[config.mk]
export PLATFORM = sky130hd
export DESIGN_NAME = oversampled_ohmmeter_core
export DESIGN_NICKNAME = d
export VERILOG_FILES = /design/src/design/ohm_pkg.sv /design/src/design/oversampled_ohmmeter_core.sv
export SDC_FILE = /design/constraint.sdc
export NUM_CORES = 1
export LEC_CHECK = 0
export ABC_CLOCK_PERIOD_IN_PS = 6870
export BUFFER_PORTS_ARGS = -buffer_cell sky130_fd_sc_hd__buf_4
export CORE_ASPECT_RATIO = 0.7
export CORE_UTILIZATION = 30
export CTS_BUF_LIST = sky130_fd_sc_hd__clkbuf_8
export CTS_CLUSTER_SIZE = 24
export DETAILED_ROUTE_END_ITERATION = 16
export GPL_ROUTABILITY_DRIVEN = 0
export HOLD_SLACK_MARGIN = 0.15
export PLACE_DENSITY = 0.42
export SKIP_LAST_GASP = 1
export SLEW_MARGIN = 40
export SYNTH_ARGS = -nofsm -noshare
export SYNTH_HDL_FRONTEND = slang
export SYNTH_SLANG_ARGS = --single-unit
[constraint.sdc]
create_clock -name clk -period 6.87 [get_ports clk]
set_input_delay 1.374 -clock clk [delete_from_list [all_inputs] [get_ports clk]]
set_output_delay 1.374 -clock clk [all_outputs]
set_load 0.02 [all_outputs]
[src/design/ohm_pkg.sv]
// Package for the oversampled ohmmeter core.
// Holds field widths, group size and the reset value of the reference register.
// No dependencies.
package ohm_pkg;

	localparam int SAMPLE_W   = 10;
	localparam int SUM_W      = 14;
	localparam int COUNT_W    = 4;
	localparam int CODE_W     = 12;
	localparam int REF_W      = 16;
	localparam int DEN_W      = 13;
	localparam int PROD_W     = CODE_W + REF_W;
	localparam int Q_FRAC_W   = 4;
	localparam int NUM_W      = PROD_W + Q_FRAC_W;
	localparam int RES_W      = 30;

	localparam logic [COUNT_W-1:0] GROUP_LAST = COUNT_W'(15);
	localparam logic [DEN_W-1:0]   FULL_SCALE = DEN_W'(4096);
	localparam logic [REF_W-1:0]   REF_RESET  = REF_W'(983);

	localparam logic [CODE_W-1:0] CODE_MAX = CODE_W'(4092);
	localparam logic [RES_W-1:0]  RES_MAX  = RES_W'(1072676880);

endpackage

[src/design/oversampled_ohmmeter_core.sv]
// Top level of the oversampled ohmmeter: sample accumulator, bit-serial
// multiplier and bit-serial restoring divider. Depends on ohm_pkg.
//
//  channel | signals                              | beat
//  --------+--------------------------------------+--------------------------------
//  in      | in_valid, in_stall, sample           | one raw 10-bit conversion
//  out     | out_valid, out_stall,                | code and Q4 resistance,
//          |   oversampled_code, resistance_q4    |   one per 16 input beats
//  cfg     | cfg_wr_en, cfg_wr_data               | reference resistor, ohms
//
// Fifteen of every sixteen input beats cause no result.
// The sixteenth starts the arithmetic: shift-add multiply, one bit of the code
// per cycle, then restoring division, one quotient bit per cycle, then the
// load of the output register. in_stall is high during the arithmetic and while
// the result waits for a full output register. Reset clears the sum, count,
// engine and output valid.
module oversampled_ohmmeter_core (
	input  logic                           clk,
	input  logic                           arst_n,
	input  logic                           in_valid,
	output logic                           in_stall,
	input  logic [ohm_pkg::SAMPLE_W-1:0]   sample,
	output logic                           out_valid,
	input  logic                           out_stall,
	output logic [ohm_pkg::CODE_W-1:0]     oversampled_code,
	output logic [ohm_pkg::RES_W-1:0]      resistance_q4,
	input  logic                           cfg_wr_en,
	input  logic [ohm_pkg::REF_W-1:0]      cfg_wr_data
);

	localparam logic [1:0] ST_IDLE = 2'd0;
	localparam logic [1:0] ST_MUL  = 2'd1;
	localparam logic [1:0] ST_DIV  = 2'd2;
	localparam logic [1:0] ST_DONE = 2'd3;

	localparam int CNT_W = 5;
	localparam logic [CNT_W-1:0] MUL_LAST = CNT_W'(ohm_pkg::CODE_W - 1);
	localparam logic [CNT_W-1:0] DIV_LAST = CNT_W'(ohm_pkg::NUM_W - 1);

	logic [1:0]                        state_q;
	logic [CNT_W-1:0]                  cnt_q;
	logic [ohm_pkg::REF_W-1:0]         ref_q;
	logic [ohm_pkg::SUM_W-1:0]         sum_q;
	logic [ohm_pkg::COUNT_W-1:0]       count_q;
	logic [ohm_pkg::CODE_W-1:0]        code_q;
	logic [ohm_pkg::CODE_W-1:0]        mplier_q;
	logic [ohm_pkg::PROD_W-1:0]        mcand_q;
	logic [ohm_pkg::PROD_W-1:0]        acc_q;
	logic [ohm_pkg::NUM_W-1:0]         num_q;
	logic [ohm_pkg::DEN_W-1:0]         den_q;
	logic [ohm_pkg::DEN_W-1:0]         rem_q;
	logic                              out_valid_q;
	logic [ohm_pkg::CODE_W-1:0]        out_code_q;
	logic [ohm_pkg::RES_W-1:0]         out_res_q;

	logic                              in_beat;
	logic [ohm_pkg::SUM_W-1:0]         sum_next;
	logic [ohm_pkg::PROD_W-1:0]        acc_next;
	logic [ohm_pkg::DEN_W:0]           rem_sh;
	logic                              q_bit;
	logic [ohm_pkg::DEN_W-1:0]         rem_next;
	logic                              out_free;

	assign in_stall  = (state_q != ST_IDLE);
	assign in_beat   = in_valid && !in_stall;
	assign sum_next  = sum_q + ohm_pkg::SUM_W'(sample);
	assign acc_next  = mplier_q[0] ? (acc_q + mcand_q) : acc_q;
	assign rem_sh    = {rem_q, num_q[ohm_pkg::NUM_W-1]};
	assign q_bit     = (rem_sh >= {1'b0, den_q});
	assign rem_next  = q_bit ? ohm_pkg::DEN_W'(rem_sh - {1'b0, den_q})
	                         : ohm_pkg::DEN_W'(rem_sh);
	assign out_free  = !out_valid_q || !out_stall;

	assign out_valid        = out_valid_q;
	assign oversampled_code = out_code_q;
	assign resistance_q4    = out_res_q;

	always_ff @(posedge clk or negedge arst_n) begin
		if (!arst_n) begin
			ref_q <= ohm_pkg::REF_RESET;
		end else if (cfg_wr_en) begin
			ref_q <= cfg_wr_data;
		end
	end

	always_ff @(posedge clk or negedge arst_n) begin
		if (!arst_n) begin
			sum_q   <= '0;
			count_q <= '0;
		end else if (in_beat) begin
			if (count_q == ohm_pkg::GROUP_LAST) begin
				sum_q   <= '0;
				count_q <= '0;
			end else begin
				sum_q   <= sum_next;
				count_q <= count_q + 1'b1;
			end
		end
	end

	always_ff @(posedge clk or negedge arst_n) begin
		if (!arst_n) begin
			out_valid_q <= 1'b0;
		end else if (state_q == ST_DONE && out_free) begin
			out_valid_q <= 1'b1;
		end else if (!out_stall) begin
			out_valid_q <= 1'b0;
		end
	end

	always_ff @(posedge clk or negedge arst_n) begin
		if (!arst_n) begin
			state_q     <= ST_IDLE;
			cnt_q       <= '0;
		end else begin
			unique case (state_q)
				ST_IDLE: begin
					if (in_beat && count_q == ohm_pkg::GROUP_LAST) begin
						state_q <= ST_MUL;
						cnt_q   <= '0;
					end
				end
				ST_MUL: begin
					if (cnt_q == MUL_LAST) begin
						state_q <= ST_DIV;
						cnt_q   <= '0;
					end else begin
						cnt_q <= cnt_q + 1'b1;
					end
				end
				ST_DIV: begin
					if (cnt_q == DIV_LAST) begin
						state_q <= ST_DONE;
					end else begin
						cnt_q <= cnt_q + 1'b1;
					end
				end
				ST_DONE: begin
					if (out_free) begin
						state_q <= ST_IDLE;
					end
				end
				default: begin
					state_q <= ST_IDLE;
				end
			endcase
		end
	end

	always_ff @(posedge clk) begin
		unique case (state_q)
			ST_IDLE: begin
				if (in_beat && count_q == ohm_pkg::GROUP_LAST) begin
					code_q   <= sum_next[ohm_pkg::SUM_W-1 -: ohm_pkg::CODE_W];
					mplier_q <= sum_next[ohm_pkg::SUM_W-1 -: ohm_pkg::CODE_W];
					den_q    <= ohm_pkg::FULL_SCALE
					            - ohm_pkg::DEN_W'(sum_next[ohm_pkg::SUM_W-1 -: ohm_pkg::CODE_W]);
					mcand_q  <= ohm_pkg::PROD_W'(ref_q);
					acc_q    <= '0;
				end
			end
			ST_MUL: begin
				acc_q    <= acc_next;
				mcand_q  <= {mcand_q[ohm_pkg::PROD_W-2:0], 1'b0};
				mplier_q <= {1'b0, mplier_q[ohm_pkg::CODE_W-1:1]};
				if (cnt_q == MUL_LAST) begin
					num_q <= {acc_next, {ohm_pkg::Q_FRAC_W{1'b0}}};
					rem_q <= '0;
				end
			end
			ST_DIV: begin
				rem_q <= rem_next;
				num_q <= {num_q[ohm_pkg::NUM_W-2:0], q_bit};
			end
			ST_DONE: begin
				if (out_free) begin
					out_code_q <= code_q;
					out_res_q  <= num_q[ohm_pkg::RES_W-1:0];
				end
			end
			default: begin
			end
		endcase
	end

endmodule

==> key figures <==
Run status
  • Status: finished clean

Placed design
  • IO Port Bufs: 74
  • DP Worst Slack: 2.49 ns
  • Detailed Place HPWL: 18700 um

STA
  • Worst-Margin Slew: 0.808 ns
  • Setup Viol. Count Final: 0
  • Max-slew violation count: 0
  • Peak Freq: 0.261 GHz
  • Max Clock Skew: 0.0316 ns
  • Final setup margin: 3.03 ns
  • Slew margin rel.: 45.8%
  • Endpoints failing hold: 0
  • RSZ-0062 raised after global routing: no
  • Tmin final: 3.84 ns
  • Setup TNS: 0 ns
  • Fin crit share: 55.8%

Logic synthesis
  • Syn avg cell area: 12.0 um^2
  • Mapped Nets: 1031
  • Compound-Gate Fraction of Synth Area: 11.5%
  • Post-Synth Simple-Gate Area: 10.9%
  • Flops & latches, synth: 221
  • Mapped Cells: 938
  • Yosys cell types: 60
  • Adder-cell share of the synthesized area: 7.11%
  • Main synth FF type: edfxtp_1
  • Warnings, synthesis: 0
  • Mux cell area share after synthesis: 6.89%
  • Post-synthesis sequential area ratio: 57.3%
  • Post-synth ARST share: 19.0%
  • Main combinational cell family by area after synthesis: compound AO/OA/AOI/OAI gates
  • Mapped Area: 0.0112 mm^2
  • EDFF count, synth: 179
  • Xor/xnor share of the synthesized area: 4.29%

Critical path
  • Cell Chain, Critical Path: buf_4 -> ha_1 -> fa_1 -> a211oi_2 -> o21bai_1 -> a21oi_1 -> xnor2_1 -> or2_4 -> or4_4 -> nor4_2 -> xor2_1
  • Critical-path maximum fanout: 5
  • Critical path required time: 7.16 ns
  • Crit path arrival time: 4.13 ns
  • Max incr delay on CP: 0.46 ns
  • Slowest stage cell on the critical path: fa_1
  • Nature of the critical path endpoint: register
  • Worst Setup Path Type: primary input to register
  • CP Launch Type: primary input

Finish
  • Area of the multi-input gates: 0.00462 mm^2
  • Share of cells above drive strength 1: 19.8%
  • Layout fillers: 3614
  • Register area: 0.00644 mm^2
  • Ant diodes: 0
  • Layout Nets: 1131
  • Layout Utilization: 36.2%
  • Area Growth Syn to Fin: 17.3%

Die
  • Die width: 233 um
  • Rows: 58
  • Placeable Area: 0.0364 mm^2
  • Initial Util: 30.9%
  • Die Area: 0.0382 mm^2
  • Die H: 164 um
  • Number of I/O pins: 75

Detailed routing
  • ANT nets after route: 0
  • Drc violations: 0
  • DR WL/cell: 17.7 um
  • Final WL: 27500 um
  • Detailed Route Iter0 Violations: 439
  • Drt first pass iters: 5
  • Vias per cell: 4.81
  • Vias: 7455

Global route
  • Gr ovfl total: 0
  • Vias in the first global route: 7338
  • Global-route wire length before repair: 42500 um
  • Largest net degree at the start of global routing: 69
  • Initial antenna violation count: 0
  • GRT Total Usage: 14.6%

CTS
  • Num CTS Buffers: 39
  • Root Buffer: clkbuf_8
  • Hold_buf cts: 0
  • CTS Sinks: 221
  • Number of buffers added for setup after CTS: 0
  • CTS tree: built
  • CTS Buffer Depth: 3
  • # resized after CTS: 0
  • H-tree depth: 2
  • Clk pin slew, worst setup/hold paths: 0.06 ns
  • Skew-Pair Late Insertion Delay: 0.56 ns

Power
  • Pwr/cell area: 249 mW/mm^2
  • Peak supply drop: 0.000118 V
  • Static Leak: 0.00491 uW

Job
  • Max_cap viols: 0

Min path
  • Hold crit path type: register to register
[where the power goes]
group / internal, uW / total [uW] / switching [uW]
Combinational: 205 / 499 / 294
Sequential: 1520 / 1540 / 22.3
Clock: 659 / 1240 / 580
Total: 2380 / 3280 / 896
[layout make-up]
| type | instances | share of cell area [%] |
|---|---|---|
| Clock buffer | 40 | 4.18 |
| Clock inverter | 32 | 1.69 |
| Tap cell | 480 | 4.56 |
| Multi-Input combinational cell | 659 | 35.0 |
| Inverter | 35 | 0.997 |
| Sequential cell | 221 | 48.9 |
| Timing Repair Buffer | 82 | 4.68 |
[state kept, by name (all words and copies together) (netlist names), 13 cells and up]
signal	count
num_q	32
acc_q	28
mcand_q	28
sum_q	14
resistance_q4	30
rem_q	13
ref_q	16
[critical path: cells and delay by family]
kind            cells  cell delay [ns]
fa+ha+maj           2             0.70
xor+xnor            2             0.27
simple gates        3             1.04
buf+inv             1             0.11
compound gates      3             0.62
[cells by family (layout without fill, tap and decap cells)]
group                      count (synthesis)  count (layout)
and+or+nand+nor                          265             265
AOI/OAI and AO/OA                        206             206
buffers and inverters                     58             189
DFF                                      221             221
muxes                                     71              71
xor gates and xnor gates                  55              55
adders and majority gates                 62              62
[synth_stat cells, drive strengths merged (3+ instances only)]
master  count  share of area, %
mux2       51               5.1
and2       25               1.4
xor2       24               1.9
a21oi      72               3.2
nor3b       3              0.20
or2         7              0.41
a31oi       3              0.17
o21ai      50               2.2
o211ai      6              0.40
buf         4              0.13
a21o        9              0.61
nor3       15              0.67
nor2       80               2.7
dfstp       8               1.9
edfxtp    179                48
a211o       4              0.31
o21a        9              0.60
xnor2      31               2.4
mux2i      20               1.8
fa          3              0.53
o221ai      3              0.23
o31ai       5              0.33
nand2b      4              0.22
nand3      13              0.58
a21boi      4              0.27
inv        35               1.2
nand2      85               2.8
nor2b       9              0.50
a22oi       5              0.33
nand4       8              0.45
dfrtp      34               7.6
clkbuf     19              0.63
a211oi      6              0.49
a22o        7              0.56
ha         59               6.6
o21bai      8              0.53
and3        9              0.50
[stage by stage]
stage | total power, uW | cell area [um^2] | instances | hold WS (ns)
6_report | 3280 | 13200 | 1549 | 0.418
5_1_grt | 3440 | 13200 | 1549 | 0.430
4_1_cts | 3330 | 13200 | 1549 | 0.424
3_5_place_dp | 2070 | 12400 | 1477 | 0.413
3_3_place_gp | 2070 | 12400 | 1476 | 0.408
2_1_floorplan | 1920 | 11200 | 938 | 0.400
[path summary, 6_finish.rpt]
path | startpoint | to | slack (ns) | depth (start not counted)
worst max-delay path | sample[0] | den_q[11]$_DFFE_PP_ | 3.03 | 11
worst min-delay path | code_q[3]$_DFFE_PP_ | oversampled_code[3]$_DFFE_PP_ | 0.42 | 0
worst max register to register | mcand_q[0]$_SDFFCE_PP0P_ | num_q[28]$_DFFE_PP_ | 3.45 | 11
worst min register to register | code_q[3]$_DFFE_PP_ | oversampled_code[3]$_DFFE_PP_ | 0.42 | 0
max in group asynchronous | arst_n | sum_q[7]$_DFFE_PN0P_ | 5.58 | 1
min in group asynchronous | arst_n | ref_q[5]$_DFFE_PN0P_ | 0.84 | 1
[cells in the final DEF, fill, tap and decap left out, types with 9 or more instances in the layout]
| cell | netlist | final |
|---|---|---|
| and3_1 | 9 | 9 |
| a21oi_1 | 71 | 71 |
| ha_1 | 59 | 58 |
| inv_1 | 33 | 52 |
| nor3_1 | 15 | 15 |
| nor2_1 | 80 | 80 |
| edfxtp_1 | 179 | 179 |
| mux2_2 | 51 | 51 |
| nand2_1 | 85 | 85 |
| dfrtp_1 | 34 | 34 |
| clkbuf_8 | 0 | 40 |
| xnor2_1 | 31 | 31 |
| mux2i_1 | 20 | 20 |
| o21ai_0 | 50 | 49 |
| nor2b_1 | 9 | 9 |
| nand3_1 | 13 | 13 |
| buf_4 | 0 | 80 |
| and2_1 | 25 | 25 |
| o21a_1 | 9 | 9 |
| xor2_1 | 24 | 24 |
[metal layers]
layer,vias up,GRT usage [%],wire length [um]
li1,3660,-,-
met4,0,3.71,378
met1,3614,23.0,15000
met2,146,19.3,10600
met5,-,0,0
met3,35,3.65,1540
(Power assumes the default switching activity.)
